### config.mk
export PLATFORM = sky130hd
export DESIGN_NAME = ggba_fifo
export DESIGN_NICKNAME = d
export VERILOG_FILES = /design/src/ggba_pkg.sv /design/src/ggba_fifo.sv
export SDC_FILE = /design/constraint.sdc
export NUM_CORES = 1
export LEC_CHECK = 0
export ABC_AREA = 1
export BUFFER_PORTS_ARGS = -buffer_cell sky130_fd_sc_hd__buf_2
export CORE_MARGIN = 10
export CORE_UTILIZATION = 35
export CTS_CLUSTER_SIZE = 8
export DETAILED_ROUTE_END_ITERATION = 12
export GPL_TIMING_DRIVEN = 0
export SETUP_SLACK_MARGIN = 0.05
export SLEW_MARGIN = 20
export SYNTH_ARGS = -nofsm -noshare
export SYNTH_HDL_FRONTEND = slang
export SYNTH_SLANG_ARGS = --single-unit
export TNS_END_PERCENT = 5
### constraint.sdc
create_clock -name clk_i -period 5.6 [get_ports clk_i]
set_input_delay 1.12 -clock clk_i [delete_from_list [all_inputs] [get_ports clk_i]]
set_output_delay 1.12 -clock clk_i [all_outputs]
set_load 0.03 [all_outputs]
### src/ggba_pkg.sv
// shared types, constants and sizes of the 3d grid binning accumulator
package ggba_pkg;

  localparam int unsigned GRID_X     = 16;
  localparam int unsigned GRID_Y     = 16;
  localparam int unsigned GRID_Z     = 16;
  localparam int unsigned CELL_TOTAL = GRID_X * GRID_Y * GRID_Z;
  localparam int unsigned CELL_AW    = (CELL_TOTAL > 1) ? $clog2(CELL_TOTAL) : 1;
  localparam int unsigned PLANE_YZ   = GRID_Y * GRID_Z;

  localparam int unsigned SUM_W  = 64;
  localparam int unsigned CNT_W  = 32;
  localparam int unsigned CELL_W = SUM_W + CNT_W;
  localparam int unsigned PADDR_W = 5;

  localparam logic [SUM_W-1:0] SUM_MAX = {1'b0, {(SUM_W-1){1'b1}}};
  localparam logic [SUM_W-1:0] SUM_MIN = {1'b1, {(SUM_W-1){1'b0}}};
  localparam logic [CNT_W-1:0] CNT_MAX = {CNT_W{1'b1}};

  typedef enum logic [1:0] {
    CMD_ADD   = 2'd0,
    CMD_READ  = 2'd1,
    CMD_CLEAR = 2'd2,
    CMD_NONE  = 2'd3
  } cmd_e;

  typedef enum logic [2:0] {
    REG_START_X = 3'd0,
    REG_START_Y = 3'd1,
    REG_START_Z = 3'd2,
    REG_CPU_X   = 3'd3,
    REG_CPU_Y   = 3'd4,
    REG_CPU_Z   = 3'd5,
    REG_NORM    = 3'd6,
    REG_SPARE   = 3'd7
  } reg_e;

  typedef enum logic [2:0] {
    OP_ADD   = 3'd0,
    OP_MISS  = 3'd1,
    OP_READ  = 3'd2,
    OP_CLEAR = 3'd3,
    OP_NOP   = 3'd4
  } op_e;

  typedef struct packed {
    logic [1:0]         cmd;
    logic signed [31:0] coord_x;
    logic signed [31:0] coord_y;
    logic signed [31:0] coord_z;
    logic signed [31:0] intensity;
    logic [11:0]        cell_select;
  } in_word_t;

  typedef struct packed {
    logic signed [63:0] cell_value;
    logic [31:0]        cell_hits;
    logic [31:0]        outside_total;
    logic               landed;
  } out_word_t;

  typedef struct packed {
    logic signed [31:0] start_x;
    logic signed [31:0] start_y;
    logic signed [31:0] start_z;
    logic [31:0]        cpu_x;
    logic [31:0]        cpu_y;
    logic [31:0]        cpu_z;
    logic               norm_mode;
  } cfg_t;

  typedef struct packed {
    op_e                op;
    logic [CELL_AW-1:0] pos;
    logic signed [31:0] intensity;
  } job_t;

endpackage

### src/ggba_fifo.sv
// two entry job queue between front and back
module ggba_fifo (
  input  logic            clk_i,
  input  logic            rst_ni,
  input  logic            push_i,
  input  ggba_pkg::job_t  push_job_i,
  output logic            full_o,
  input  logic            pop_i,
  output logic            valid_o,
  output ggba_pkg::job_t  head_o
);
  import ggba_pkg::*;

  job_t       slot_q [2];
  logic       wr_q, rd_q;
  logic [1:0] fill_q;

  assign full_o  = (fill_q == 2'd2);
  assign valid_o = (fill_q != 2'd0);
  assign head_o  = slot_q[rd_q];

  always_ff @(posedge clk_i) begin
    if (push_i) begin
      slot_q[wr_q] <= push_job_i;
    end
  end

  always_ff @(posedge clk_i or negedge rst_ni) begin
    if (!rst_ni) begin
      wr_q   <= 1'b0;
      rd_q   <= 1'b0;
      fill_q <= 2'd0;
    end else begin
      if (push_i) wr_q <= ~wr_q;
      if (pop_i)  rd_q <= ~rd_q;
      fill_q <= fill_q + {1'b0, push_i} - {1'b0, pop_i};
    end
  end

endmodule

==> results of run 1 <==
flip-flops by register name, summed over array words and instances (netlist names):
signal and flops:
slot_q 94, fill_q 2, rd_q 1, wr_q 1
worst max-delay path, stage by stage (launching register included):
cell and delay (ns):
dfrtp_1 0.45, clkbuf_1 0.43, o21ai_0 0.18, buf_2 0.21
area by class of cell:
cell class	count	area, µm²	share of cell area (%)
multi-input cells	108	500	10.7
clock buffers	14	163	3.48
plain buffers	10	82.6	1.77
repair buffers	102	571	12.2
well taps	136	170	3.64
clock inverters	2	60.1	1.29
inverters	54	203	4.34
flip-flops and latches	98	2920	62.6
through the flow:
stage	power [mW]	setup WS [ns]	cells	util, %
6_report	2.56	2.84	524	45.3
5_1_grt	2.73	2.66	524	45.3
3_3_place_gp	2.07	0.485	505	42.3
3_5_place_dp	2.11	3.18	508	43.1
4_1_cts	2.62	2.76	524	45.3
2_1_floorplan	1.73	2.01	270	-
where the power goes:
part | total [mW] | switching [mW] | internal (mW)
clock network | 0.506 | 0.229 | 0.277
logic | 1.04 | 0.753 | 0.291
registers | 1.01 | 0.0404 | 0.972
logic make-up after synthesis:
family | after synthesis
flops | 98
buf+inv | 64
simple gates | 57
compound gates | 47
xor+xnor | 2
fa+ha+maj | 2
routing by layer:
| metal | part of all wire (%) | GRT usage (%) | up-vias |
|---|---|---|---|
| li1 | - | - | 1126 |
| met1 | 44 | 13.0 | 1069 |
| met2 | 47 | 16.6 | 61 |
| met3 | 7.2 | 3.95 | 11 |
| met4 | 2.0 | 5.30 | 0 |
| met5 | 0 | 0 | - |
synthesized netlist by cell type:
cell type	n
inv_1	54
buf_6	6
ha_1	2
nand2_1	54
edfxtp_1	94
dfrtp_1	4
nor2_1	2
o21ai_1	9
xor2_1	2
clkbuf_1	4
nand3_1	1
o21ai_0	38
path summary, 6_finish.rpt:
kind                                 to   start  cells past startpoint
max                          head_o[40]    rd_q                      3
min                           fill_q[0]  rst_ni                      1
max reg2reg                slot_q[0][8]    wr_q                      2
min reg2reg                        wr_q    wr_q                      1
max in group asynchronous     fill_q[1]  rst_ni                      1
min in group clk_i                 wr_q    wr_q                      1
==> flow_metrics.py, run 1 <==
metrics = {
    "timing": {
        "finalSetupTns_ns": 0,
        "worst_pin_slew_ns": 0.597,
        "finalSetupViolCount": 0,
        "fin_skew_ns": 0.00880,
        "rsz0062_at_grt": "no",
        "timing.slew.headroom_pct": 60.1,
        "drv_slew": 0,
        "final-hold-violation-count": 0,
        "hold_ws_ns": 0.541,
        "layout_min_cycle_time_ns": 2.76,
        "max_freq_ghz": 0.362,
        "timing.final.crit_share_pct": 49.3,
    },
    "floorplanning": {
        "start_util_pct": 35.9,
        "die_w_um": 123,
        "io_pins": 100,
        "die_h_um": 123,
        "dieArea_um2": 15100,
        "coreArea_um2": 10300,
        "rows": 37,
    },
    "power_and_ir_drop": {
        "peakVddDrop_uv": 299,
        "leakagePower_nw": 2.01,
        "cellPowerDensity_nw_per_um2": 548,
    },
    "yosys": {
        "synth-xor-area-share_pct": 0.473,
        "synth.mux.area_fraction_pct": 0,
        "yosys_warnings": 0,
        "synth_fa_ha_area_share_pct": 0.676,
        "synth_top_area_share_pct": 76.3,
        "synth-simple-area-share_pct": 5.81,
        "synth_top_family_by_area": "buffers and inverters",
        "ys_ff_latch": 98,
        "synthTopCellsByArea": "edfxtp_1 (76%), inv_1 (5.5%), nand2_1 (5.5%), o21ai_0 (5.1%), dfrtp_1 (2.7%)",
        "seq_area_frac_synth_pct": 79.0,
        "synth_area_um2": 3700,
        "synth_compound_area_share_pct": 6.36,
        "ys_types": 12,
        "syn_inst": 270,
        "synth_nets": 323,
        "yosysTopAreaCell": "edfxtp_1",
        "syn_area_per_cell_um2": 13.7,
    },
    "grt": {
        "grt_antenna_before_repair": 0,
        "grt.total_usage_pct": 10.8,
        "overflow": 0,
        "grt_pass1_wl_um": 12100,
        "grt_max_degree": 29,
        "grt_pass1_vias": 2281,
    },
    "clocking": {
        "postCtsResizedCells": 0,
        "cts_hold_buffers": 0,
        "clk_pin_slew_ns": 0.09,
        "cts_root_buf": "clkbuf_8",
        "htreeDepth": 3,
        "cts_tree": "done",
        "numCtsBuffers": 9,
        "insertion_delay_ns": 0.37,
        "clock-sinks": 98,
        "cts_buffer_depth": 2,
        "postCtsSetupBuffers": 0,
    },
    "placement": {
        "port_buffers": 99,
        "place_congestion": 0.702,
        "hpwlAfterDp_um": 5430,
        "placed_area_um2": 4450,
    },
    "outcome": {
        "status": "finished, final reports clean",
    },
    "setup_path": {
        "critPathArrivalTime_ns": 1.64,
        "crit_required_ns": 4.48,
        "ff2ff_setup_slack_ns": 4.12,
        "path_max_fanout": 10,
        "end_kind": "output pin",
        "start_kind": "register",
        "worst-setup-path-type": "reg -> out",
    },
    "routing": {
        "first_pass_iters": 4,
        "initialDrtViolationCount": 105,
        "vias": 2267,
        "antenna_left": 0,
        "avgViaCountPerCell": 4.33,
        "wl_per_cell_um": 15.1,
        "routed_wl_um": 7890,
        "drcViolationCount": 0,
    },
    "hold_path": {
        "min_path_type": "in -> async",
    },
    "flow_run": {
        "max_cap_violations": 0,
    },
    "final_layout": {
        "fillers": 956,
        "layout_commonest_cell": "buf_2",
        "nNetsFinal": 436,
        "diodes": 0,
        "fin_area_um2": 4670,
        "drive_gt1_share_pct": 31.7,
        "syn_to_final_growth_pct": 26.2,
        "layout_common_cells": "buf_2 (99), edfxtp_1 (94), nand2_1 (54)",
    },
}
No activity file was read; power rests on OpenSTA's default activity.
==> run 2: changes to the inputs <==
ABC_AREA = 0   (was 1)
clock period = 2.5 ns   (was 5.6 ns; I/O delays follow)
==> run 2 against run 1 <==
  * Largest power group is now sequential cells
  * Global-route usage fell by 1.4 points
  * Count of clock-buffer cells in the layout decreased by 4
  * Highest routed layer is now met5
  * Sequential cell count stayed put
  * Clock skew shrank 0.0034 ns
  * Via count down 20%
  * Core utilization down 0.31 points
  * Largest cell class unchanged
  * First-iteration DRC count shrank 44%
==> flow_metrics.py, run 2 <==
metrics = {
    "final_layout": {
        "fillers": 947,
        "nNetsFinal": 327,
        "diodes": 0,
        "reg.largest.list": "slot_q x94, fill_q x2",
        "utilization_pct": 44.9,
        "layout_commonest_cell": "buf_2",
        "drive_gt1_share_pct": 60.9,
        "layout_common_cells": "buf_2 (101), edfxtp_1 (94), mux2_2 (27)",
        "syn_to_final_growth_pct": 25.9,
        "largest_reg_flops": 94,
        "regMostFlops": "slot_q",
    },
    "clocking": {
        "numCtsBuffers": 9,
        "cts_root_buf": "clkbuf_8",
        "postCtsResizedCells": 0,
        "postCtsSetupBuffers": 0,
        "cts_tree": "done",
        "clk_pin_slew_ns": 0.09,
        "cts_buffer_depth": 2,
        "clock-sinks": 98,
        "insertion_delay_ns": 0.35,
        "htreeDepth": 3,
        "cts_hold_buffers": 1,
    },
    "timing": {
        "max_freq_ghz": 0.480,
        "final-hold-violation-count": 0,
        "setup_ws_ns": 0.415,
        "worst_pin_slew_ns": 0.679,
        "drv_slew": 0,
        "finalSetupViolCount": 0,
        "rsz0062_at_grt": "no",
        "timing.slew.headroom_pct": 54.7,
        "fin_skew_ns": 0.00540,
        "timing.final.crit_share_pct": 83.4,
        "layout_min_cycle_time_ns": 2.08,
        "finalSetupTns_ns": 0,
    },
    "setup_path": {
        "start_kind": "register",
        "ff2ff_setup_slack_ns": 1.07,
        "crit_path_max_incr_delay_ns": 0.38,
        "r2r-start": "wr_q",
        "slowest_stage": "dfrtp_1",
        "end_kind": "output pin",
        "reg2regPathDepth": 1,
        "cp.depth": 4,
        "path_cells": "buf_6 -> buf_6 -> mux2_4 -> buf_2",
        "critPathArrivalTime_ns": 1.58,
        "crit_required_ns": 2.00,
        "worstSetupStartpoint": "rd_q",
        "critical-path-top-delay-family": "buffers and inverters",
        "crit_path_end": "head_o[29]",
        "r2r-end": "slot_q[1][19]",
        "path_max_fanout": 10,
        "critPathMostFrequentCell": "buf_6",
        "critPathBufInv": 3,
        "worst-setup-path-type": "reg -> out",
    },
    "yosys": {
        "synth_area_um2": 3670,
        "yosysMostFrequentCell": "edfxtp_1",
        "synth_flop_cell": "edfxtp_1",
        "synth_nets": 214,
        "yosysTopAreaCell": "edfxtp_1",
        "ys_types": 13,
        "syn_inst": 161,
        "syn_area_per_cell_um2": 22.8,
        "yosys_warnings": 0,
        "synthTopCellsByArea": "edfxtp_1 (77%), mux2_2 (8.3%), mux2_4 (8.2%), dfrtp_1 (2.7%), buf_6 (0.92%)",
        "synth_common_cells": "edfxtp_1 (94), mux2_2 (27), mux2_4 (20), dfrtp_1 (4), buf_6 (3)",
        "seq_area_frac_synth_pct": 79.6,
        "ys_ff_latch": 98,
        "synth_enable_flop_cells": 94,
        "synth_top_area_share_pct": 76.9,
        "ys_async_sr_fraction_pct": 4.08,
    },
    "grt": {
        "grt_pass1_wl_um": 10400,
        "grt_antenna_before_repair": 1,
        "grt_pass1_vias": 2037,
        "overflow": 0,
        "grt.total_usage_pct": 9.31,
        "grt_max_degree": 48,
    },
    "routing": {
        "vias": 1813,
        "routed_wl_um": 6840,
        "antenna_left": 0,
        "first_pass_iters": 4,
        "initialDrtViolationCount": 59,
        "wl_per_cell_um": 16.5,
        "avgViaCountPerCell": 4.37,
        "drcViolationCount": 0,
    },
    "placement": {
        "place_congestion": 0.634,
        "place_ws_ns": 0.758,
        "hpwlAfterDp_um": 4700,
        "port_buffers": 99,
    },
    "hold_path": {
        "min_path_type": "in -> reg",
        "hp-start": "push_job_i[16]",
    },
    "floorplanning": {
        "coreArea_um2": 10300,
        "start_util_pct": 35.7,
        "die_w_um": 122,
        "die_h_um": 122,
        "rows": 37,
        "dieArea_um2": 15000,
        "io_pins": 100,
    },
    "power_and_ir_drop": {
        "leakagePower_nw": 1.81,
        "peakVddDrop_uv": 492,
        "finalPower_mw": 5.50,
        "cellPowerDensity_nw_per_um2": 1190,
    },
    "outcome": {
        "status": "finished, final reports clean",
    },
    "flow_run": {
        "max_cap_violations": 0,
    },
}
==> run 2: cell count changes in the layout (fill, tap and decap cells not counted), sizes merged, moves of 2 or more <==
cell,before,now
buf,108,106
clkbuf,18,10
clkinv,0,3
inv,54,2
mux2,0,47
nand2,54,0
nor2,2,0
nor2b,0,2
o21ai,47,0
==> run 2: cell type report <==
type	instances	area [µm²]	share of cell area [%]
Tap cell	136	170	3.68
Inverter	2	7.51	0.163
Clock buffer	10	128	2.76
Multi-Input combinational cell	56	706	15.3
Buffer	5	43.8	0.948
Sequential cell	98	2920	63.3
Timing Repair Buffer	102	561	12.1
Clock inverter	6	81.3	1.76
==> run 2: worst min-delay path by stage <==
stage	end	slack [ns]	depth (start not counted)
after floorplan	fill_q[0]	0.20	0
after global placement	fill_q[0]	0.31	1
after detailed placement	fill_q[0]	0.31	1
after CTS	slot_q[1][35]	0.30	1
after global routing	slot_q[0][18]	0.30	1
final	slot_q[1][16]	0.33	1
==> run 2: cell families after synthesis <==
kind of cell | count (synthesis) | share of synthesized area (%)
muxes | 47 | 16.5
buffers and inverters | 7 | 1.40
xor gates and xnor gates | 3 | 1.13
adders and majority gates | 2 | 0.682
and+or+nand+nor | 4 | 0.682
DFF | 98 | 79.6
==> run 2: through the flow <==
step / hold slack (ns) / instance area, µm² / std cells
final: 0.330 / 4620 / 415
after global routing: 0.301 / 4620 / 415
after CTS: 0.303 / 4620 / 415
after detailed placement: 0.310 / 4400 / 398
after global placement: 0.308 / 4340 / 396
after floorplan: 0.204 / 3670 / 161
==> run 2: per-layer routing <==
layer  up-vias  GRT usage (%)  wire, µm
li1        853              -         -
met3        11           3.86       599
met4         2           5.08       147
met1       885           10.2      2740
met2        62           15.2      3350
met5         -              0         7
==> run 2: where the power goes <==
part	total (mW)	leakage (nW)	switching, mW	internal, mW
Sequential	2.27	0.929	0.0861	2.18
Combinational	2.16	0.780	1.32	0.845
Clock	1.07	0.104	0.511	0.557
